### src/rtl/core/register_frame_deframer_defines.svh
// ----------------------------------------------------------------------------
// Register frame deframer - assertion macros
// Concurrent check wrappers that compile away when SYNTHESIS is defined.
// Every check is clocked on clock and disabled while reset is high.
// ----------------------------------------------------------------------------
`ifndef REGISTER_FRAME_DEFRAMER_DEFINES_SVH
`define REGISTER_FRAME_DEFRAMER_DEFINES_SVH

`ifndef SYNTHESIS

// Check that post holds in the same cycle as pre
`define RFD_ASSERT_IMPLIES(label, pre, post, msg) \
   label: assert property (@(posedge clock) disable iff (reset) (pre) |-> (post)) \
      else $error(msg);

// Check that post holds in the cycle after pre
`define RFD_ASSERT_NEXT(label, pre, post, msg) \
   label: assert property (@(posedge clock) disable iff (reset) (pre) |=> (post)) \
      else $error(msg);

`else

`define RFD_ASSERT_IMPLIES(label, pre, post, msg)
`define RFD_ASSERT_NEXT(label, pre, post, msg)

`endif

`endif

### src/rtl/core/rfd_pkg.sv
// ----------------------------------------------------------------------------
// Register frame deframer package
// Buffer sizing, frame constants and controller state encoding.
// ----------------------------------------------------------------------------
`timescale 1ns / 1ps

package rfd_pkg;

   // Receive buffer geometry
   localparam int BUF_DEPTH = 64;
   localparam int PTR_W     = $clog2(BUF_DEPTH);
   localparam int CNT_W     = $clog2(BUF_DEPTH + 1);

   // Frame layout
   localparam int HDR_LEN   = 6;
   localparam int MIN_FRAME = 7;

   // Marker bytes
   localparam logic [7:0] START_CODE   = 8'h24;  // '$'
   localparam logic [7:0] HDR_END_CODE = 8'h23;  // '#'
   localparam logic [7:0] END_CODE     = 8'h40;  // '@'

   // Controller states
   typedef enum logic [2:0] {
      ST_IDLE,
      ST_SCAN,
      ST_HDR_TEST,
      ST_HDR_A,
      ST_HDR_B,
      ST_END_TEST,
      ST_EMIT_RD,
      ST_EMIT_LD
   } rfd_state_type;

endpackage

### src/rtl/core/register_frame_deframer.sv
// ----------------------------------------------------------------------------
// Register frame deframer
// Buffers received bytes in a circular store, hunts for the six-byte header
// ('$', length, command, address, count, '#'), waits for the full frame and
// checks the closing '@'. A good frame leaves as one result per value byte,
// or one empty result; a bad end drops the header and the hunt resumes.
//
//   channel  dir  handshake             payload
//   req      in   req_valid/req_stall   req_rx_byte
//   rsp      out  rsp_valid/rsp_stall   frame fields, value byte, flags
//
// An accepted byte is written at the tail, then a scan step tests the
// buffer; a dropped byte passes through ST_HDR_TEST, a header match through
// ST_HDR_TEST, ST_HDR_A and ST_HDR_B, the end check through ST_END_TEST.
// Each result is a store read, then a load of the output register. The
// store is not cleared by reset. rsp_stall holds the emitter, and a new
// byte is taken while the last result of a frame still waits.
// ----------------------------------------------------------------------------
`timescale 1ns / 1ps

`include "register_frame_deframer_defines.svh"

module register_frame_deframer (
   input  logic       clock,
   input  logic       reset,
   input  logic       req_valid,
   output logic       req_stall,
   input  logic [7:0] req_rx_byte,
   output logic       rsp_valid,
   input  logic       rsp_stall,
   output logic [6:0] rsp_total_length,
   output logic [7:0] rsp_command_code,
   output logic [7:0] rsp_reg_address,
   output logic [7:0] rsp_reg_number,
   output logic [7:0] rsp_value_byte,
   output logic       rsp_value_valid,
   output logic       rsp_last_of_frame
);

   import rfd_pkg::*;

   rfd_state_type state_ff, state_in;

   logic [PTR_W-1:0] rp_ff, rp_in;
   logic [CNT_W-1:0] count_ff, count_in;
   logic             hdr_seen_ff, hdr_seen_in;
   logic [7:0]       len_ff, len_in;
   logic [7:0]       cmd_ff, cmd_in;
   logic [7:0]       addr_ff, addr_in;
   logic [7:0]       num_ff, num_in;
   logic [PTR_W-1:0] k_ff, k_in;

   logic [7:0]       byte_store_mem [BUF_DEPTH];
   logic [7:0]       rd_a_ff, rd_b_ff;
   logic             rd_en;
   logic [PTR_W-1:0] rd_addr_a, rd_addr_b;
   logic             wr_en;
   logic [PTR_W-1:0] wr_addr;

   logic             out_valid_ff, out_valid_in;
   logic [6:0]       out_len_ff, out_len_in;
   logic [7:0]       out_cmd_ff, out_cmd_in;
   logic [7:0]       out_addr_ff, out_addr_in;
   logic [7:0]       out_num_ff, out_num_in;
   logic [7:0]       out_val_ff, out_val_in;
   logic             out_vvalid_ff, out_vvalid_in;
   logic             out_last_ff, out_last_in;

   logic             req_xfer;
   logic             out_free;
   logic             len_bad;
   logic             len_short;
   logic [7:0]       pay_len;
   logic             pay_empty;
   logic             emit_last;
   logic             head_ok;
   logic             end_ok;

   // Decode conditions
   assign req_stall = reset || (state_ff != ST_IDLE);
   assign req_xfer  = req_valid && !req_stall;
   assign out_free  = !out_valid_ff || !rsp_stall;
   assign len_bad   = (int'(len_ff) < MIN_FRAME) || (int'(len_ff) > BUF_DEPTH);
   assign len_short = int'(count_ff) < int'(len_ff);
   assign pay_len   = len_ff - 8'(MIN_FRAME);
   assign pay_empty = (pay_len == 8'd0);
   assign emit_last = pay_empty || ((8'(k_ff) + 8'd1) == pay_len);
   assign head_ok   = (rd_a_ff == START_CODE) && (rd_b_ff == HDR_END_CODE);
   assign end_ok    = (rd_a_ff == END_CODE);

   // Next state
   always_comb begin
      state_in = state_ff;
      case (state_ff)
         ST_IDLE: begin
            if (req_xfer) state_in = ST_SCAN;
         end
         ST_SCAN: begin
            if (hdr_seen_ff) begin
               if (len_bad)        state_in = ST_SCAN;
               else if (len_short) state_in = ST_IDLE;
               else                state_in = ST_END_TEST;
            end else if (int'(count_ff) < HDR_LEN) begin
               state_in = ST_IDLE;
            end else begin
               state_in = ST_HDR_TEST;
            end
         end
         ST_HDR_TEST: begin
            state_in = head_ok ? ST_HDR_A : ST_SCAN;
         end
         ST_HDR_A:    state_in = ST_HDR_B;
         ST_HDR_B:    state_in = ST_SCAN;
         ST_END_TEST: begin
            state_in = end_ok ? ST_EMIT_RD : ST_SCAN;
         end
         ST_EMIT_RD:  state_in = ST_EMIT_LD;
         ST_EMIT_LD: begin
            if (out_free) state_in = emit_last ? ST_IDLE : ST_EMIT_RD;
         end
         default:     state_in = ST_IDLE;
      endcase
   end

   // Datapath control: buffer pointers, header capture, store access, output load
   always_comb begin
      rp_in         = rp_ff;
      count_in      = count_ff;
      hdr_seen_in   = hdr_seen_ff;
      len_in        = len_ff;
      cmd_in        = cmd_ff;
      addr_in       = addr_ff;
      num_in        = num_ff;
      k_in          = k_ff;
      rd_en         = 1'b0;
      rd_addr_a     = rp_ff;
      rd_addr_b     = rp_ff + PTR_W'(HDR_LEN - 1);
      wr_en         = 1'b0;
      wr_addr       = rp_ff + PTR_W'(count_ff);
      out_valid_in  = out_valid_ff && rsp_stall;
      out_len_in    = out_len_ff;
      out_cmd_in    = out_cmd_ff;
      out_addr_in   = out_addr_ff;
      out_num_in    = out_num_ff;
      out_val_in    = out_val_ff;
      out_vvalid_in = out_vvalid_ff;
      out_last_in   = out_last_ff;
      case (state_ff)
         ST_IDLE: begin
            // Append the byte at the tail
            if (req_xfer && (int'(count_ff) < BUF_DEPTH)) begin
               wr_en    = 1'b1;
               count_in = count_ff + CNT_W'(1);
            end
         end
         ST_SCAN: begin
            if (hdr_seen_ff) begin
               if (len_bad) begin
                  // Drop the header
                  rp_in       = rp_ff + PTR_W'(HDR_LEN);
                  count_in    = count_ff - CNT_W'(HDR_LEN);
                  hdr_seen_in = 1'b0;
               end else if (!len_short) begin
                  rd_en     = 1'b1;
                  rd_addr_a = rp_ff + PTR_W'(len_ff - 8'd1);
               end
            end else if (int'(count_ff) >= HDR_LEN) begin
               // Fetch first and sixth byte
               rd_en = 1'b1;
            end
         end
         ST_HDR_TEST: begin
            if (head_ok) begin
               rd_en     = 1'b1;
               rd_addr_a = rp_ff + PTR_W'(1);
               rd_addr_b = rp_ff + PTR_W'(2);
            end else begin
               // Drop one byte and hunt on
               rp_in    = rp_ff + PTR_W'(1);
               count_in = count_ff - CNT_W'(1);
            end
         end
         ST_HDR_A: begin
            len_in    = rd_a_ff;
            cmd_in    = rd_b_ff;
            rd_en     = 1'b1;
            rd_addr_a = rp_ff + PTR_W'(3);
            rd_addr_b = rp_ff + PTR_W'(4);
         end
         ST_HDR_B: begin
            addr_in     = rd_a_ff;
            num_in      = rd_b_ff;
            hdr_seen_in = 1'b1;
         end
         ST_END_TEST: begin
            if (end_ok) begin
               k_in = '0;
            end else begin
               rp_in       = rp_ff + PTR_W'(HDR_LEN);
               count_in    = count_ff - CNT_W'(HDR_LEN);
               hdr_seen_in = 1'b0;
            end
         end
         ST_EMIT_RD: begin
            rd_en     = 1'b1;
            rd_addr_a = rp_ff + PTR_W'(HDR_LEN) + k_ff;
         end
         ST_EMIT_LD: begin
            if (out_free) begin
               out_valid_in  = 1'b1;
               out_len_in    = len_ff[6:0];
               out_cmd_in    = cmd_ff;
               out_addr_in   = addr_ff;
               out_num_in    = num_ff;
               out_val_in    = pay_empty ? 8'd0 : rd_a_ff;
               out_vvalid_in = !pay_empty;
               out_last_in   = emit_last;
               k_in          = k_ff + PTR_W'(1);
               // Retire the whole frame after its last result
               if (emit_last) begin
                  rp_in       = rp_ff + PTR_W'(len_ff);
                  count_in    = count_ff - CNT_W'(len_ff);
                  hdr_seen_in = 1'b0;
               end
            end
         end
         default: begin
            rd_en = 1'b0;
         end
      endcase
   end

   // Control registers
   always_ff @(posedge clock) begin
      if (reset) begin
         state_ff     <= ST_IDLE;
         rp_ff        <= '0;
         count_ff     <= '0;
         hdr_seen_ff  <= 1'b0;
         out_valid_ff <= 1'b0;
      end else begin
         state_ff     <= state_in;
         rp_ff        <= rp_in;
         count_ff     <= count_in;
         hdr_seen_ff  <= hdr_seen_in;
         out_valid_ff <= out_valid_in;
      end
   end

   // Header fields, payload index and output payload
   always_ff @(posedge clock) begin
      len_ff        <= len_in;
      cmd_ff        <= cmd_in;
      addr_ff       <= addr_in;
      num_ff        <= num_in;
      k_ff          <= k_in;
      out_len_ff    <= out_len_in;
      out_cmd_ff    <= out_cmd_in;
      out_addr_ff   <= out_addr_in;
      out_num_ff    <= out_num_in;
      out_val_ff    <= out_val_in;
      out_vvalid_ff <= out_vvalid_in;
      out_last_ff   <= out_last_in;
   end

   // Byte store: one write port, two registered read ports.
   // Writes happen only in the idle cycle and reads only later, so no overlap.
   always_ff @(posedge clock) begin
      if (wr_en) byte_store_mem[wr_addr] <= req_rx_byte;
   end

   always_ff @(posedge clock) begin
      if (rd_en) begin
         rd_a_ff <= byte_store_mem[rd_addr_a];
         rd_b_ff <= byte_store_mem[rd_addr_b];
      end
   end

   // Drive the result port
   assign rsp_valid         = out_valid_ff;
   assign rsp_total_length  = out_len_ff;
   assign rsp_command_code  = out_cmd_ff;
   assign rsp_reg_address   = out_addr_ff;
   assign rsp_reg_number    = out_num_ff;
   assign rsp_value_byte    = out_val_ff;
   assign rsp_value_valid   = out_vvalid_ff;
   assign rsp_last_of_frame = out_last_ff;

   // Checks
   `RFD_ASSERT_IMPLIES(a_room_on_accept, req_xfer, int'(count_ff) < BUF_DEPTH,
      "accept with full buffer")
   `RFD_ASSERT_NEXT(a_count_on_accept, req_xfer,
      count_ff == $past(count_ff) + CNT_W'(1), "byte count did not advance")
   `RFD_ASSERT_IMPLIES(a_header_buffered, hdr_seen_ff, int'(count_ff) >= HDR_LEN,
      "header flag without header bytes")
   `RFD_ASSERT_IMPLIES(a_wait_full_frame, hdr_seen_ff && (state_ff == ST_IDLE),
      int'(count_ff) < int'(len_ff), "idle with a complete frame buffered")
   `RFD_ASSERT_IMPLIES(a_empty_is_last, rsp_valid && !rsp_value_valid, rsp_last_of_frame,
      "empty result not marked last")

endmodule
### config.mk
export PLATFORM = sky130hd
export DESIGN_NAME = register_frame_deframer
export DESIGN_NICKNAME = d
export VERILOG_FILES = /design/src/rtl/core/rfd_pkg.sv /design/src/rtl/core/register_frame_deframer.sv
export VERILOG_INCLUDE_DIRS = /design/src /design/src/rtl/core
export SDC_FILE = /design/constraint.sdc
export NUM_CORES = 1
export LEC_CHECK = 0
export BUFFER_PORTS_ARGS = -buffer_cell sky130_fd_sc_hd__buf_2
export CAP_MARGIN = 0
export CORE_MARGIN = 2
export CORE_UTILIZATION = 45
export CTS_BUF_LIST = sky130_fd_sc_hd__clkbuf_4 sky130_fd_sc_hd__clkbuf_8
export DETAILED_ROUTE_END_ITERATION = 8
export PLACE_DENSITY = 0.67
export SLEW_MARGIN = 20
export SYNTH_ARGS = -nofsm -noshare
export SYNTH_HDL_FRONTEND = slang
export SYNTH_SLANG_ARGS = --single-unit
### constraint.sdc
create_clock -name clock -period 7.6 [get_ports clock]
set_input_delay 0.76 -clock clock [delete_from_list [all_inputs] [get_ports clock]]
set_output_delay 0.76 -clock clock [all_outputs]
set_load 0.01 [all_outputs]
======== Word level (Yosys, flattened, before mapping) ========
Memory sizes are Yosys's and may differ from the RTL's. A register that Yosys moved wholly into a read port is not among the register bits.
Cells that the tools add are included.
storage, ports and cells
  register bits after elaboration ......... 97
  RAM bits ................................ 512
  word-level logic and storage cells ...... 141
  memories ................................ 1
cells by class
  add/subtract/negate cells ............... 18
  $lt $le $gt $ge ......................... 6
  equal/unequal tests ..................... 20
  muxes and demuxes ....................... 53
  reduce and logical (&&, ||, !) cells .... 26
memory list
  memory          depth  width  rd ports  clocked after Yosys merged registers in  write ports  RTL line                       text
  byte_store_mem  64     8      2         2                                        1            register_frame_deframer.sv:53  logic [7:0] byte_store_mem [BUF_DEPTH];
operators with widths
  operator             count
  $mux 6               13
  $mux 7               7
  $pmux 6 s4           2
  $pmux 7 s5           1
  $add 6x6->6          4
  $pmux 3 s8           1
  $pmux 6 s2           2
  $mux 3               7
  $add 6x3->6 const B  3
  $ne 2x2->1 const B   9
  $eq 8x6->1 const B   2
  $mux 1               16
  $add 6x1->6 const B  2
  $add 6x2->6 const B  2
  $eq 3x3->1 const B   4
  $eq 7x8->1           1
  $eq 8x7->1 const B   1
  $gt 8x7->1 const B   1
  $logic_not 8->1      1
  $lt 7x8->1           1
  $lt 8x3->1 const B   1
  $reduce_and 8->1     1
  $reduce_bool 4->1    2
  $sub 8x3->8 const B  1
  26 further kinds     38

======== Logic depth before layout (Yosys ltp) ========
  depth in word-level cells ............... 9
  gate-level depth with buffers ........... 18
  mapped depth without buffers ............ 14

======== Least setup slack after synthesis ========
No wires, ideal clock.
  kind .................................... reg2reg
  start point ............................. register state_ff[0]
  end point ............................... register k_ff[0] (enable)
  setup time .............................. 0.313 ns
  arrival ................................. 3.783 ns
  required time ........................... 7.287 ns
  path slack .............................. 3.504 ns
  stages on the path, launching flop included .. 8
  path buffers ............................ 4
  cell sequence ........................... dfxtp_1 > buf_2 > clkbuf_1 > buf_1 > nand3_1 > clkbuf_1 > a21oi_1 > a31o_2
on the way
  longest elaborated chain between the ends .. 3
  elaborated cells on any way between the ends .. 6
  those cells by class .................... eq/ne: 4; reduce/logical: 2
RTL lines
  element                                                                  RTL line                        text
  from (decl)                                                              register_frame_deframer.sv:42   rfd_state_type state_ff, state_in;
  from (signal assigned)                                                   register_frame_deframer.sv:242  state_ff <= state_in;
  $eq 3x3->1                                                               register_frame_deframer.sv:148  case (state_ff)
  $ne 2x2->1 (no source line) / $reduce_bool 2->1 (equally long branches)  -
  $reduce_and 3->1 (no source line) (*)                                    -
  to (signal assigned)                                                     register_frame_deframer.sv:256  k_ff <= k_in;
  to (decl)                                                                register_frame_deframer.sv:51   logic [PTR_W-1:0] k_ff, k_in;
Every way passes the cells marked *; elsewhere a longest branch is shown, timed or not.
A chain may end at the register's enable or synchronous reset.

======== Worst setup path after layout ========
  start point ............................. register rp_ff[1]
  end point ............................... register rd_a_ff[7], read port of byte_store_mem, data pin
on the way
  longest elaborated chain between the ends .. 5
  elaborated cells on any way between the ends .. 10
  those cells by class .................... add/sub: 5; mux: 5
RTL lines
  element                                              RTL line                        text
  from (decl)                                          register_frame_deframer.sv:44   logic [PTR_W-1:0] rp_ff, rp_in;
  from (signal assigned)                               register_frame_deframer.sv:243  rp_ff <= rp_in;
  branches (longest 4 deep; another with $add 6x3->6)  -
  $pmux 6 s4 (*)                                       register_frame_deframer.sv:148
  to (decl)                                            register_frame_deframer.sv:54   logic [7:0] rd_a_ff, rd_b_ff;
Mark *: on every way between the ends.

==> flow_summary.ini <==
[run_status]
outcome = finished clean

[worst_hold_path]
startpoint_of_the_most_critical_hold_path = req_valid
worstHoldPathType = input port to flip-flop

[timing]
timing.fmax_mhz = 161
final_setup_vio_count = 0
clock_skew_ns = 0.0562
final-max-slew-violation-count = 0
finalWorstPathRequiredPeriod_ns = 6.21
fin_hold_ws_ns = 0.360
tns_ns = 0
measured_slew_at_the_worst_slew_check_pin_ns = 1.13
report.final.hold_viol_count = 0
postLayoutSetupSlackWorst_ns = 1.39
unrepaired_setup_endpoints_after_global_routing = false
layout_worst_path_cycle_share_pct = 81.7
maxSlewHeadroom_pct = 24.4

[power]
pwr_density_cell_nw_per_um2 = 249
p_comb_share_pct = 19.3
net-switching-power_mw = 2.60
sequentialPowerShare_pct = 45.1
cell_internal_pwr_mw = 6.05
vdd.ir_drop.worst_mv = 0.125
cellLeakagePower_nw = 12.1
power.share.switching_pct = 30.0
clock_power_share_pct = 35.6
finalPower_mw = 8.64

[layout]
num-fill-cells = 5817
stdcell_area_um2 = 34700
layout_commonest_cell = edfxtp_1
drive_above_1_share_pct = 15.8
most-common-layout-cells = 607 x edfxtp_1, 404 x nand2_1, 234 x nor2_1
layout-area-overhead-vs-synth_pct = 10.4
fin_util_pct = 50.4
final_cell_count_no_fill = 3557
final_net_count = 2605

[floorplanning]
chipHeight_um = 268
top_level_pins = 55
placeableCoreArea_um2 = 68800
die_width_um = 268
initial_utilization_pct = 45.6
design.die.area_um2 = 71900
rows = 96

[setup_path]
cp-start-kind = flip-flop
worst_endpoint_data_arrival_time_ns = 6.83
crit-reg2reg-launch = rp_ff[1]
timing_worst_setup_path_type = flip-flop to flip-flop
endpoint_kind = flip-flop
setup.worst_path.start = rp_ff[1]
required_ns = 8.22
critical_path.max_fanout = 23

[synth]
synth_sequential_area_ratio_pct = 59.2
postSynth.topFlopCell = edfxtp_1
synth_warnings = 0
syn-cell-area_um2 = 31400
synth_enable_flop_cells = 607
synth.net_count = 2570
syn-mean-instance-area_um2 = 12.5
synthArstFlopShare_pct = 0
gate_count_post_synth = 2505
synth.lib_cells_used.distinct = 83
postSynthRegisterBits = 625

[route]
remaining_drc_errors = 0
starting_drc_count_in_detailed_routing = 3196
routed_wire_length_per_instance_um = 27.7
drt_pass1_iterations = 6
postRouteAntennaNets = 0
avgViaCountPerCell = 6.32
via_count = 22498
detail_route.wirelength_mm = 98.5

[placed_design]
gpl.final_weighted_congestion = 0.993
placed_area_um2 = 32500
dpl_wire_length_mm = 65.7
placement.io_buffers = 54
placed_cells = 3365
detailedPlace.worstSlack_ns = 1.14

[clock_tree]
cts_tree = built
cts_inserted_buffers = 102
later_pin_clock_latency_in_the_skew_report_ns = 0.75
clkTransAtPathRegs_ns = 0.07
postCtsSetupBuffers = 0
cts_repair_resize_count = 0
htree_levels = 3
clock_path_buffers = 3
clock_sink_count = 625
clock_root_buffer = clkbuf_8
cts_hold_buf = 0

[job]
cap_violations = 0

[global_routing]
grt_pass1_vias = 21718
grt.total_usage_pct = 27.3
maximum_number_of_pins_on_one_net_before_global_route_repair = 129
gr-total-overflow = 0
grt_pass1_wl_mm = 145
grt_antenna_before_repair = 3
synth_stat cells, drive strengths merged (17+ instances only):
library cell,instances,area [µm²]
a211oi,18,140
a21oi,62,310
a22o,18,158
a31oi,19,119
buf,89,524
clkbuf,71,267
dfxtp,18,360
edfxtp,607,18200
ha,48,601
inv,33,124
mux2,33,372
mux2i,147,1470
mux4,96,2160
nand2,406,1520
nand3,91,460
nand4,99,619
nor2,238,898
nor3,36,206
nor4,28,181
o211ai,34,265
o21ai,75,375
o221ai,17,166
o22ai,19,119
xnor2,38,333
flip-flops by register name, indices dropped and copies added (netlist names):
signal / flops
rsp_reg_address: 8
rsp_reg_number: 8
addr_ff: 8
rsp_valid: 1
rd_b_ff: 8
len_ff: 8
rp_ff: 6
rsp_command_code: 8
count_ff: 7
byte_store_mem: 512
rsp_value_valid: 1
rsp_total_length: 7
num_ff: 8
rsp_last_of_frame: 1
cmd_ff: 8
state_ff: 3
k_ff: 6
rd_a_ff: 8
hdr_seen_ff: 1
rsp_value_byte: 8
worst max-delay path, stage by stage (launching register included):
cell       delay, ns
dfxtp_1         0.80
inv_1           0.44
ha_1            0.43
inv_1           0.04
ha_1            0.21
fa_1            0.60
nor2_1          0.06
a221oi_1        0.24
o21ai_1         0.14
nand3_2         0.41
buf_4           0.32
nand2_2         0.45
o221ai_1        0.62
a21oi_1         0.26
a2111oi_0       0.80
a31o_1          0.25
worst paths after layout:
kind,endpoint,slack [ns],cells past startpoint
max reg2reg,rd_a_ff[7],1.39,15
max,rd_a_ff[7],1.39,15
min,state_ff[0],0.36,3
min reg2reg,rsp_reg_address[7],0.42,0
power by group through the flow:
stage / Sequential, mW / Combinational [mW] / Clock (mW)
5_1_grt: 3.90 / 1.75 / 3.24
6_report: 3.90 / 1.67 / 3.08
2_1_floorplan: 3.93 / 1.10 / 0
3_3_place_gp: 3.97 / 1.59 / 0
3_5_place_dp: 3.97 / 1.61 / 0
4_1_cts: 3.90 / 1.62 / 3.10
cell families after synthesis:
logic type | count (synthesis) | share of synthesized area, %
fa+ha+maj | 53 | 2.23
flops | 625 | 59.2
xor+xnor | 55 | 1.58
mux | 276 | 12.8
compound gates | 352 | 7.74
buf+inv | 194 | 2.92
simple gates | 950 | 13.6
routing by layer:
metal  routed length, µm  track usage [%]
met5                  24                0
met4                3740             10.5
met3               11600             6.54
met2               44300             42.0
met1               38800             37.6
layout make-up:
class,count,area [µm²],area share [%]
inverters,34,128,0.368
well taps,931,1160,3.36
clock inverters,58,472,1.36
repair buffers,91,668,1.93
diodes,1,2.50,0.00721
clock buffers,131,1630,4.71
flip-flops and latches,625,18600,53.6
multi-input cells,1686,12000,34.7
Note: power is estimated with default switching activity, not from simulation.
